--- src/hdl/rcr_pkg.sv ---
// ---------------------------------------------------------------------------
// rcr_pkg
// Types and codes shared by the request cache replacement block.
// ---------------------------------------------------------------------------
package rcr_pkg;

    // Field widths of one transaction
    localparam int ACTION_W  = 2;
    localparam int KIND_W    = 3;
    localparam int INDEX_W   = 31;
    localparam int KEYWORD_W = 32;
    localparam int PAYLOAD_W = 16;
    localparam int TIME_W    = 32;
    localparam int USES_W    = 14;
    localparam int COUNT_W   = 5;
    localparam int POLICY_W  = 2;
    localparam int CAP_W     = 5;

    // Stream data widths, padded to whole bytes
    localparam int IN_TDATA_W  = 120;
    localparam int OUT_TDATA_W = 40;

    // Action codes
    localparam logic [ACTION_W-1:0] ACT_LOOKUP     = 2'd0;
    localparam logic [ACTION_W-1:0] ACT_INSERT     = 2'd1;
    localparam logic [ACTION_W-1:0] ACT_INVALIDATE = 2'd2;

    // Request kinds
    localparam logic [KIND_W-1:0] KIND_GET    = 3'd0;
    localparam logic [KIND_W-1:0] KIND_DELETE = 3'd1;
    localparam logic [KIND_W-1:0] KIND_LINES  = 3'd3;

    // Replacement policies
    localparam logic [POLICY_W-1:0] POL_NONE = 2'd0;
    localparam logic [POLICY_W-1:0] POL_FIFO = 2'd1;
    localparam logic [POLICY_W-1:0] POL_TIME = 2'd2;
    localparam logic [POLICY_W-1:0] POL_FREQ = 2'd3;

    // Register indexes on the APB port
    localparam logic REG_POLICY   = 1'b0;
    localparam logic REG_CAPACITY = 1'b1;

    localparam logic [CAP_W-1:0]  CAP_RESET = 5'd16;
    localparam logic [USES_W-1:0] USES_MAX  = 14'd16383;

    // One cache entry as held in the slot memory
    typedef struct packed {
        logic [KIND_W-1:0]    kind;
        logic [INDEX_W-1:0]   index;
        logic [KEYWORD_W-1:0] keyword;
        logic [PAYLOAD_W-1:0] payload;
        logic [USES_W-1:0]    uses;
        logic [TIME_W-1:0]    stamp;
    } entry_t;

    // Kinds that may be cached
    function automatic logic kept_kind(input logic [KIND_W-1:0] k);
        return (k == KIND_GET) || (k == KIND_DELETE) || (k == KIND_LINES);
    endfunction

endpackage

--- src/hdl/request_cache_replacement.sv ---
// ---------------------------------------------------------------------------
// request_cache_replacement
// Ordered request result cache with none, FIFO, time stamp or frequency
// replacement.
// ---------------------------------------------------------------------------
// The block takes one transaction at a time and answers each with exactly one
// result transaction. All entries live in a single slot memory with one read
// and one write port; a small sequencer walks it one entry per cycle through
// one shared compare unit. A lookup walks the valid entries until a hit; an
// insert with room left appends at the tail without a walk; an insert that
// evicts under the frequency policy searches for the victim and writes into
// its slot; one that evicts under FIFO or time stamp closes up the gap one
// entry per cycle (after a search for the oldest entry under time stamp) and
// then appends; an invalidate closes up over all entries. A new transaction
// is accepted while a previous result still waits on the master side. The
// slot memory needs no clearing after reset.
// ---------------------------------------------------------------------------
module request_cache_replacement
    import rcr_pkg::*;
#(
    parameter int ENTRIES = 16
) (
    input  logic                   aclk,
    input  logic                   aresetn,
    // APB configuration port
    input  logic                   psel,
    input  logic                   penable,
    input  logic                   pwrite,
    input  logic [2:0]             paddr,
    input  logic [31:0]            pwdata,
    output logic [31:0]            prdata,
    output logic                   pready,
    // Request stream
    input  logic                   s_tvalid,
    output logic                   s_tready,
    // action[1:0], key_index[32:2], keyword_tag[64:33], payload_in[80:65],
    // time_now[112:81], zero pad above
    input  logic [IN_TDATA_W-1:0]  s_tdata,
    // request_kind[2:0]
    input  logic [KIND_W-1:0]      s_tuser,
    // Result stream
    output logic                   m_tvalid,
    input  logic                   m_tready,
    // hit[0], payload_out[16:1], evicted[17], evicted_payload[33:18],
    // stored_count[38:34], zero pad above
    output logic [OUT_TDATA_W-1:0] m_tdata
);

    localparam int CW = $clog2(ENTRIES + 1);
    localparam int AW = (ENTRIES > 1) ? $clog2(ENTRIES) : 1;
    localparam int LW = (CW > CAP_W) ? CW : CAP_W;

    // Sequencer states
    localparam logic [2:0] ST_IDLE     = 3'd0;
    localparam logic [2:0] ST_DISPATCH = 3'd1;
    localparam logic [2:0] ST_SCAN     = 3'd2;
    localparam logic [2:0] ST_SHIFT    = 3'd3;
    localparam logic [2:0] ST_DONE     = 3'd4;

    // Scan modes
    localparam logic [1:0] MODE_LOOK   = 2'd0;
    localparam logic [1:0] MODE_MINUSE = 2'd1;
    localparam logic [1:0] MODE_OLDEST = 2'd2;

    // Registers
    logic [2:0]             state_reg, state_next;
    logic [1:0]             mode_reg, mode_next;
    logic [CW-1:0]          ptr_reg, ptr_next;
    logic                   pend_reg, pend_next;
    logic [AW-1:0]          pidx_reg, pidx_next;
    logic [CW-1:0]          wp_reg, wp_next;
    logic [AW-1:0]          victim_reg, victim_next;
    logic                   drop_by_index_reg, drop_by_index_next;
    logic                   ins_after_reg, ins_after_next;
    logic [AW-1:0]          best_idx_reg, best_idx_next;
    logic [TIME_W-1:0]      best_key_reg, best_key_next;
    logic [PAYLOAD_W-1:0]   best_pay_reg, best_pay_next;
    logic [CW-1:0]          fill_reg, fill_next;
    logic [POLICY_W-1:0]    policy_reg;
    logic [CAP_W-1:0]       cap_reg;

    logic [ACTION_W-1:0]    act_reg;
    logic [KIND_W-1:0]      kind_reg;
    logic [INDEX_W-1:0]     idx_reg;
    logic [KEYWORD_W-1:0]   kw_reg;
    logic [PAYLOAD_W-1:0]   pay_reg;
    logic [TIME_W-1:0]      now_reg;

    logic                   res_hit_reg, res_hit_next;
    logic [PAYLOAD_W-1:0]   res_pay_reg, res_pay_next;
    logic                   res_ev_reg, res_ev_next;
    logic [PAYLOAD_W-1:0]   res_evpay_reg, res_evpay_next;

    logic                   m_tvalid_reg, m_tvalid_next;
    logic [OUT_TDATA_W-1:0] m_tdata_reg, m_tdata_next;

    // Slot memory
    entry_t                 slot_mem [ENTRIES];
    entry_t                 rd_data_reg;
    logic                   mem_we;
    logic [AW-1:0]          mem_wa;
    entry_t                 mem_wd;
    logic [AW-1:0]          mem_ra;

    // Combinational helpers
    logic                   s_fire;
    logic                   cfg_wr;
    logic [LW-1:0]          cap_ext, fill_ext, lim;
    logic                   full;
    logic                   pol_on;
    entry_t                 fresh_entry;
    entry_t                 upd_entry;
    logic                   look_match;
    logic [TIME_W-1:0]      cmp_key;
    logic                   cmp_take;
    logic                   scan_end;
    logic                   shift_drop;

    assign s_tready = (state_reg == ST_IDLE);
    assign s_fire   = s_tvalid && s_tready;
    assign m_tvalid = m_tvalid_reg;
    assign m_tdata  = m_tdata_reg;

    // APB access
    assign pready = 1'b1;
    assign cfg_wr = psel && penable && pwrite;

    always_comb begin
        unique case (paddr[2])
            REG_POLICY:   prdata = {{(32 - POLICY_W){1'b0}}, policy_reg};
            REG_CAPACITY: prdata = {{(32 - CAP_W){1'b0}}, cap_reg};
            default:      prdata = '0;
        endcase
    end

    always_ff @(posedge aclk) begin
        if (!aresetn) begin
            policy_reg <= POL_NONE;
            cap_reg    <= CAP_RESET;
        end else if (cfg_wr) begin
            if (paddr[2] == REG_POLICY) begin
                policy_reg <= pwdata[POLICY_W-1:0];
            end else begin
                cap_reg <= pwdata[CAP_W-1:0];
            end
        end
    end

    // Effective capacity, clamped to 1..ENTRIES
    assign cap_ext  = LW'(cap_reg);
    assign fill_ext = LW'(fill_reg);
    always_comb begin
        if (cap_reg == '0) begin
            lim = LW'(1);
        end else if (cap_ext > LW'(ENTRIES)) begin
            lim = LW'(ENTRIES);
        end else begin
            lim = cap_ext;
        end
    end
    assign full   = (fill_ext >= lim);
    assign pol_on = (policy_reg != POL_NONE);

    // Entry built from the current request
    always_comb begin
        fresh_entry.kind    = kind_reg;
        fresh_entry.index   = idx_reg;
        fresh_entry.keyword = kw_reg;
        fresh_entry.payload = pay_reg;
        fresh_entry.uses    = USES_W'(1);
        fresh_entry.stamp   = now_reg;
    end

    // Entry read back with its hit refresh applied
    always_comb begin
        upd_entry = rd_data_reg;
        if (policy_reg == POL_TIME) begin
            upd_entry.stamp = now_reg;
        end else if (policy_reg == POL_FREQ && rd_data_reg.uses != USES_MAX) begin
            upd_entry.uses = rd_data_reg.uses + USES_W'(1);
        end
    end

    assign look_match = (rd_data_reg.kind == kind_reg) && (rd_data_reg.index == idx_reg)
                        && ((kind_reg != KIND_LINES) || (rd_data_reg.keyword == kw_reg));

    // Shared compare unit: least uses (first wins) or oldest stamp (last wins)
    assign cmp_key  = (mode_reg == MODE_MINUSE) ? TIME_W'(rd_data_reg.uses)
                                                : rd_data_reg.stamp;
    assign cmp_take = (pidx_reg == '0) || (cmp_key < best_key_reg)
                      || ((mode_reg == MODE_OLDEST) && (cmp_key == best_key_reg));

    assign scan_end   = !pend_reg && (ptr_reg >= fill_reg);
    assign shift_drop = drop_by_index_reg ? (rd_data_reg.index == idx_reg)
                                          : (pidx_reg == victim_reg);
    assign mem_ra     = ptr_reg[AW-1:0];

    // Sequencer
    always_comb begin
        state_next         = state_reg;
        mode_next          = mode_reg;
        ptr_next           = ptr_reg;
        pend_next          = 1'b0;
        pidx_next          = pidx_reg;
        wp_next            = wp_reg;
        victim_next        = victim_reg;
        drop_by_index_next = drop_by_index_reg;
        ins_after_next     = ins_after_reg;
        best_idx_next      = best_idx_reg;
        best_key_next      = best_key_reg;
        best_pay_next      = best_pay_reg;
        fill_next          = fill_reg;
        res_hit_next       = res_hit_reg;
        res_pay_next       = res_pay_reg;
        res_ev_next        = res_ev_reg;
        res_evpay_next     = res_evpay_reg;
        m_tvalid_next      = m_tvalid_reg && !m_tready;
        m_tdata_next       = m_tdata_reg;
        mem_we             = 1'b0;
        mem_wa             = '0;
        mem_wd             = fresh_entry;

        unique case (state_reg)
            ST_IDLE: begin
                if (s_fire) begin
                    res_hit_next   = 1'b0;
                    res_pay_next   = '0;
                    res_ev_next    = 1'b0;
                    res_evpay_next = '0;
                    state_next     = ST_DISPATCH;
                end
            end

            ST_DISPATCH: begin
                ptr_next           = '0;
                wp_next            = '0;
                drop_by_index_next = 1'b0;
                ins_after_next     = 1'b0;
                victim_next        = '0;
                state_next         = ST_DONE;
                if (pol_on && act_reg == ACT_LOOKUP && kept_kind(kind_reg)) begin
                    mode_next  = MODE_LOOK;
                    state_next = ST_SCAN;
                end else if (pol_on && act_reg == ACT_INSERT && kept_kind(kind_reg)) begin
                    if (!full) begin
                        // Room left: append at the tail
                        mem_we    = 1'b1;
                        mem_wa    = fill_reg[AW-1:0];
                        fill_next = fill_reg + CW'(1);
                    end else if (policy_reg == POL_FREQ) begin
                        mode_next  = MODE_MINUSE;
                        state_next = ST_SCAN;
                    end else if (policy_reg == POL_TIME) begin
                        mode_next  = MODE_OLDEST;
                        state_next = ST_SCAN;
                    end else begin
                        // FIFO: evict the head, close up, then append
                        res_ev_next    = 1'b1;
                        ins_after_next = 1'b1;
                        state_next     = ST_SHIFT;
                    end
                end else if (pol_on && act_reg == ACT_INVALIDATE
                             && kind_reg == KIND_DELETE) begin
                    drop_by_index_next = 1'b1;
                    state_next         = ST_SHIFT;
                end
            end

            ST_SCAN: begin
                // Issue the next read while the previous entry is examined
                if (ptr_reg < fill_reg) begin
                    ptr_next  = ptr_reg + CW'(1);
                    pend_next = 1'b1;
                    pidx_next = ptr_reg[AW-1:0];
                end
                if (pend_reg) begin
                    if (mode_reg == MODE_LOOK) begin
                        if (look_match) begin
                            res_hit_next = 1'b1;
                            res_pay_next = rd_data_reg.payload;
                            mem_we       = 1'b1;
                            mem_wa       = pidx_reg;
                            mem_wd       = upd_entry;
                            state_next   = ST_DONE;
                        end
                    end else if (cmp_take) begin
                        best_idx_next = pidx_reg;
                        best_key_next = cmp_key;
                        best_pay_next = rd_data_reg.payload;
                    end
                end
                if (scan_end) begin
                    unique case (mode_reg)
                        MODE_MINUSE: begin
                            // Frequency: new entry takes the victim's slot
                            res_ev_next    = 1'b1;
                            res_evpay_next = best_pay_reg;
                            mem_we         = 1'b1;
                            mem_wa         = best_idx_reg;
                            state_next     = ST_DONE;
                        end
                        MODE_OLDEST: begin
                            res_ev_next    = 1'b1;
                            victim_next    = best_idx_reg;
                            ptr_next       = CW'(best_idx_reg);
                            wp_next        = CW'(best_idx_reg);
                            ins_after_next = 1'b1;
                            pend_next      = 1'b0;
                            state_next     = ST_SHIFT;
                        end
                        default: begin
                            state_next = ST_DONE;
                        end
                    endcase
                end
            end

            ST_SHIFT: begin
                // Compaction pass: copy kept entries down to the write pointer
                if (ptr_reg < fill_reg) begin
                    ptr_next  = ptr_reg + CW'(1);
                    pend_next = 1'b1;
                    pidx_next = ptr_reg[AW-1:0];
                end
                if (pend_reg) begin
                    if (shift_drop) begin
                        if (!drop_by_index_reg) begin
                            res_evpay_next = rd_data_reg.payload;
                        end
                    end else begin
                        mem_we  = 1'b1;
                        mem_wa  = wp_reg[AW-1:0];
                        mem_wd  = rd_data_reg;
                        wp_next = wp_reg + CW'(1);
                    end
                end
                if (scan_end) begin
                    fill_next  = wp_reg;
                    state_next = ST_DONE;
                    if (ins_after_reg) begin
                        mem_we    = 1'b1;
                        mem_wa    = wp_reg[AW-1:0];
                        mem_wd    = fresh_entry;
                        fill_next = wp_reg + CW'(1);
                    end
                end
            end

            ST_DONE: begin
                if (!m_tvalid_reg || m_tready) begin
                    m_tvalid_next = 1'b1;
                    m_tdata_next  = {1'b0, fill_ext[COUNT_W-1:0], res_evpay_reg, res_ev_reg,
                                     res_pay_reg, res_hit_reg};
                    state_next    = ST_IDLE;
                end
            end

            default: begin
                state_next = ST_IDLE;
            end
        endcase
    end

    // Control registers
    always_ff @(posedge aclk) begin
        if (!aresetn) begin
            state_reg    <= ST_IDLE;
            fill_reg     <= '0;
            pend_reg     <= 1'b0;
            m_tvalid_reg <= 1'b0;
        end else begin
            state_reg    <= state_next;
            fill_reg     <= fill_next;
            pend_reg     <= pend_next;
            m_tvalid_reg <= m_tvalid_next;
        end
    end

    // Datapath registers
    always_ff @(posedge aclk) begin
        mode_reg          <= mode_next;
        ptr_reg           <= ptr_next;
        pidx_reg          <= pidx_next;
        wp_reg            <= wp_next;
        victim_reg        <= victim_next;
        drop_by_index_reg <= drop_by_index_next;
        ins_after_reg     <= ins_after_next;
        best_idx_reg      <= best_idx_next;
        best_key_reg      <= best_key_next;
        best_pay_reg      <= best_pay_next;
        res_hit_reg       <= res_hit_next;
        res_pay_reg       <= res_pay_next;
        res_ev_reg        <= res_ev_next;
        res_evpay_reg     <= res_evpay_next;
        m_tdata_reg       <= m_tdata_next;
        if (s_fire) begin
            act_reg  <= s_tdata[1:0];
            kind_reg <= s_tuser;
            idx_reg  <= s_tdata[32:2];
            kw_reg   <= s_tdata[64:33];
            pay_reg  <= s_tdata[80:65];
            now_reg  <= s_tdata[112:81];
        end
    end

    // Slot memory: one write, one registered read per cycle
    always_ff @(posedge aclk) begin
        if (mem_we) begin
            slot_mem[mem_wa] <= mem_wd;
        end
        rd_data_reg <= slot_mem[mem_ra];
    end

endmodule
--- config.mk ---
export PLATFORM = sky130hd
export DESIGN_NAME = request_cache_replacement
export DESIGN_NICKNAME = d
export VERILOG_FILES = /design/src/hdl/rcr_pkg.sv /design/src/hdl/request_cache_replacement.sv
export SDC_FILE = /design/constraint.sdc
export NUM_CORES = 2
export LEC_CHECK = 0
export BUFFER_PORTS_ARGS = -buffer_cell sky130_fd_sc_hd__buf_2
export CAP_MARGIN = 10
export CORE_MARGIN = 4
export CORE_UTILIZATION = 55
export CTS_CLUSTER_DIAMETER = 60
export CTS_CLUSTER_SIZE = 30
export DETAILED_ROUTE_END_ITERATION = 12
export GPL_ROUTABILITY_DRIVEN = 0
export GPL_TIMING_DRIVEN = 0
export MAX_ROUTING_LAYER = met4
export PLACE_DENSITY = 0.72
export SYNTH_ARGS = -nofsm -noshare
export SYNTH_HDL_FRONTEND = slang
export SYNTH_SLANG_ARGS = --single-unit
export TNS_END_PERCENT = 50
--- constraint.sdc ---
create_clock -name aclk -period 28.6 [get_ports aclk]
set_input_delay 2.86 -clock aclk [delete_from_list [all_inputs] [get_ports aclk]]
set_output_delay 2.86 -clock aclk [all_outputs]
set_load 0.02 [all_outputs]
Word-level counts from Yosys, hierarchy flattened
Memory sizes are Yosys's and may differ from the RTL's. A register that Yosys moved wholly into a read port is not among the register bits.
Index checks and enable logic that the tools add are counted.
- equality and inequality tests: 42
- reduce and logical (&&, ||, !) cells: 56
- bitwise gates (word level): 2
- $add $sub $neg: 4
- multiplexer cells: 120
- order comparisons: 5
- operators by type and width (cell ; number):
    $mux W128 ; 7
    $pmux W128 S2 ; 1
    $mux W16 ; 9
    $mux W5 ; 14
    $eq A32 B32 Y1 ; 2
    $mux W32 ; 2
    $pmux W32 S2 ; 1
    $mux W4 ; 14
    $pmux W16 S3 ; 1
    $mux W1 ; 41
    $ne A2 B2 Y1 const B ; 19
    $mux W3 ; 12
    $lt A32 B32 Y1 ; 1
    $pmux W16 S2 ; 1
    $eq A31 B31 Y1 ; 1
    $pmux W5 S3 ; 2
    $mux W14 ; 2
    $add A5 B1 Y5 const B ; 3
    $logic_and A1 B1 Y1 ; 15
    $pmux W3 S5 ; 1
    $reduce_and A5 Y1 ; 3
    $add A14 B1 Y14 const B ; 1
    $ne A14 B14 Y1 const B ; 1
    $pmux W4 S3 ; 1
    other kinds (34) ; 74
- register bits: 280
- output and inout bits: 75
- RAM bits: 2048
- memories: 1
- input bits: 165
- memory list (name ; depth ; width ; rd ports ; clocked after Yosys merged registers in ; write ports ; RTL line ; source):
    slot_mem ; 16 ; 128 ; 1 ; 1 ; 1 ; request_cache_replacement.sv:98 ; entry_t slot_mem [ENTRIES];

Longest topological paths before layout
- depth in word-level cells: 11
- gate-level depth with buffers: 13
- gate-level depth less buffers: 11

Least setup slack after synthesis
Ideal clock, no wire load.
- kind: flip-flop to flip-flop
- start point: register ptr_reg[0]
- end point: memory slot_mem[8][0] (netlist name), enable pin
- stages on the path, launching flop included: 14
- library setup time: 0.972 ns
- data required time: 27.628 ns
- arrival: 15.819 ns
- buffers on the path: 4
- slack: 11.809 ns
- cell sequence: edfxtp_1 > buf_2 > buf_2 > buf_1 > inv_1 > ha_1 > inv_1 > a21o_1 > a31oi_1 > and2_1 > o211ai_1 > o2111a_1 > buf_2 > nor4b_1
- longest elaborated chain between the ends: 6
- RTL lines (what ; RTL line ; source):
    start, declared ; request_cache_replacement.sv:68 ; logic [CW-1:0] ptr_reg, ptr_next;
    start signal, assigned ; request_cache_replacement.sv:382 ; ptr_reg <= ptr_next;
    $ge A5 B5 Y1 (*) ; request_cache_replacement.sv:193 ; assign scan_end = !pend_reg && (ptr_reg >= fill_reg);
    $logic_and A1 B1 Y1 (*) ; request_cache_replacement.sv:193 ;
    $mux W1 (on tied branches) ; request_cache_replacement.sv:337, request_cache_replacement.sv:292 ;
    $pmux W1 S3 ; request_cache_replacement.sv:223 ; unique case (state_reg)
    $mux W1 ; request_cache_replacement.sv:408 ; if (mem_we) begin
    $mux W1 (implied by the code) ; request_cache_replacement.sv:409 ; slot_mem[mem_wa] <= mem_wd;
    end, declared ; request_cache_replacement.sv:98 ;
Every way passes the cells marked *; elsewhere a longest branch is shown, timed or not.

Worst setup path in the final report
- start point: register ptr_reg[0]
- end point: memory slot_mem[0][111] (netlist name), enable pin
Same word-level chain as after synthesis.

==> impl_results.md <==
- Top cell by count, worst path: buf_4
- Synth area leaders: edfxtp_1 (74%), mux4_2 (15%), dfxtp_1 (3.1%)
- Avg Inst Size Synth: 23.03 µm²
- Sw Ratio: 22.57%
- Startpoint Class: register
- Hold_buf cts: 0
- Final ANT Viol Nets: 0
- Clock power frac: 34.4%
- Die Ht: 420.0 µm
- Layout cells sized above 1: 34.63%
- Root buffer cell: clkbuf_16
- Setup_tns: 0 ps
- RSZ-0062 raised after global routing: no
- Worst EP required: 29120 ps
- Final Hold Viols: 0
- Critical Path End Type: register
- IO Pins: 240
- Synthesized instance count: 4053
- EDFF count, synth: 2311
- Final setup fails: 0
- R2r endpoint: slot_mem[0][111]
- DRT Pass-1 Iters: 6
- CTS tree: built
- Initial Util: 55.57%
- Commonest non-fill, non-tap cells in the layout: edfxtp_1 (2311), mux4_2 (640), buf_4 (405), buf_2 (200), clkbuf_16 (147)
- Critical path peak fanout: 10
- Number of cell rows: 150
- Number of flip-flops in the largest register: 2048
- Post-route worst setup slack: 22080 ps
- Setup CP Type: register to register
- DR WL/cell: 31.29 µm
- Synth unique cells: 67
- Final slew viol count: 0
- Leading cell type in the layout, fill and taps excluded: edfxtp_1
- CTS Buf Count: 141
- Worst VDD drop: 0.00006344 V
- Via count: 45410
- Final WL: 223.8 mm
- Pwr per Cell Area: 64.50 mW/mm²
- Main synth FF type: edfxtp_1
- Synth async-reset ratio: 0%
- Antenna violations before repair: 6
- Post-Syn Area: 0.09334 mm²
- Iter 0 DRT Violations: 5950
- CTS resizes: 0
- Pwr Total: 6.841 mW
- Synthesis-to-finish area growth: 13.63%
- Min-Delay Path Class: register to register
- Final period util: 22.79%
- Die X: 420.0 µm
- Sinks on Clock Net: 2456
- Status: finished, final reports clean
- Critical path arrival: 7040 ps
- Sequential Power Share: 59.2%
- RR Startpoint: ptr_reg[0]
- Reg2reg path depth: 20
- R2R Setup Slk: 22080 ps
- Slew HR: 7.865%
- Seq/Total Area, Yosys: 77.46%
- Logic pwr share: 6.4%
- First-pass GRT wire length: 322.7 mm
- H-tree depth: 4
- Core area: 0.1680 mm²
- CTS Buffer Depth: 3
- Global-route usage over all layers: 26.58%
- Drt via density: 6.349
- Worst hold start: res_pay_reg[0]
- Sw Pwr: 1.544 mW
- Fillcell total: 10980
- Hold Path Sink: m_tdata[1]
- Final Skew: 44.21 ps
- Largest net degree at the start of global routing: 58
- Final Instance Area: 0.1061 mm²
- Worst slew pin tran: 1382 ps
- GRT overflow: 0
- Post-CTS setup buffers: 0
- Leakage: 34.23 nW
- Vias in the first global route: 44999
- Worst skew pair latency: 830 ps
- Final core occ: 63.14%
- Drt drc: 0
- Post-Place Cells: 6890
- Final net count: 5051
- CP Cell Sequence: buf_2 -> buf_2 -> buf_1 -> buf_8 -> inv_1 -> ha_1 -> inv_1 -> a21o_1 -> a31oi_1 -> and2_1 -> o211ai_1 -> o2111ai_1 -> nor4_2 -> buf_4 -> buf_6 -> buf_4 -> buf_4 -> buf_4 -> buf_4 -> buf_4
- Count of state elements after synthesis: 2456
- Hold slack: 421.1 ps
- Delay of the slowest cell on the worst path: 1080 ps
- Die Footprint: 0.1764 mm²
- Hold path cells: 0
- Clock transition at the registers of the reported paths: 80 ps
- Min Tclk post-route: 6519 ps
- Maximum clock rate: 153.4 MHz
- Critical-path top delay cell: nor4_2
- Pint: 5.297 mW
- Warnings, synthesis: 0
- Synth top area share: 74.35%
- Placement Cell Area: 0.1009 mm²
- Dominant cell type by area after synthesis: edfxtp_1
- Pre-CTS setup slack: 21760 ps
- Max_cap viols: 0
- Final Non-Filler Cells: 7152
- HPWL after DPL: 154.9 mm
- Number of buffers added on ports: 174
[power by group through the flow]
| stage | logic [mW] | registers [mW] | clock network (mW) |
|---|---|---|---|
| final | 0.438 | 4.05 | 2.36 |
| after global routing | 0.467 | 4.05 | 2.55 |
| after CTS | 0.439 | 4.05 | 2.39 |
| after detailed placement | 0.438 | 4.13 | 0 |
| after global placement | 0.417 | 4.13 | 0 |
| after floorplan | 0.284 | 4.11 | 0 |
[final cells by class]
class	count	area [µm²]	share of cell area, %
Inverter	59	222.7	0.2100
Tap cell	2204	2758	2.600
Antenna cell	1	2.502	0.002359
Multi-Input combinational cell	1354	20100	18.95
Clock inverter	97	1333	1.256
Timing Repair Buffer	614	4647	4.381
Buffer	211	967.2	0.9119
Clock buffer	156	3732	3.519
Sequential cell	2456	72300	68.17
[kinds of logic (layout without fill, tap and decap cells)]
| family | count (synthesis) | after routing | synth area share (%) |
|---|---|---|---|
| AO/OA/AOI/OAI | 134 | 134 | 1.027 |
| XOR/XNOR | 81 | 81 | 0.7600 |
| adder cells (fa/ha/maj) | 49 | 49 | 0.6568 |
| buffers and inverters | 270 | 1137 | 1.272 |
| flip-flops | 2456 | 2456 | 77.46 |
| multiplexers | 796 | 796 | 17.29 |
| other | 2 | 30 | 0.008046 |
| AND/OR/NAND/NOR | 265 | 265 | 1.533 |
[worst max path at each step]
stage	start	endpoint	slack (ps)
floorplan	ptr_reg[0]	slot_mem[8][0]	11810
global placement	idx_reg[19]	slot_mem[6][106]	-8930
detailed placement	ptr_reg[0]	slot_mem[0][107]	21760
CTS	ptr_reg[0]	slot_mem[0][110]	21680
global route	ptr_reg[0]	slot_mem[0][115]	21750
finish	ptr_reg[0]	slot_mem[0][111]	22080
[synthesized netlist by cell type (29+ instances only)]
cell type and instances:
nor2_1 49, nand2_1 48, nand4_1 29, ha_1 49, buf_4 30, dfxtp_1 145
buf_1 50, o21ai_0 35, edfxtp_1 2311, xnor2_1 39, mux4_2 640, mux2_2 121
clkbuf_1 103, nor2b_1 33, xor2_1 42, inv_1 57
[worst max-delay path: cells and delay by family, from the launching register on]
kind | cells | cell delay (ps)
buf+inv | 13 | 3180
simple gates | 2 | 1330
flops | 1 | 390
compound gates | 4 | 1000
fa+ha+maj | 1 | 280
[metal layers]
layer | track usage [%] | up-vias | part of all wire (%) | routed length [µm]
met5 | - | - | 0 | 0
met4 | 7.930 | 0 | 3.2 | 7214
met3 | 4.476 | 358 | 9.2 | 20640
met2 | 41.37 | 2445 | 49 | 109900
met1 | 36.95 | 24117 | 38 | 86010
li1 | - | 18490 | - | -
Power figures use the tool's default switching activity.
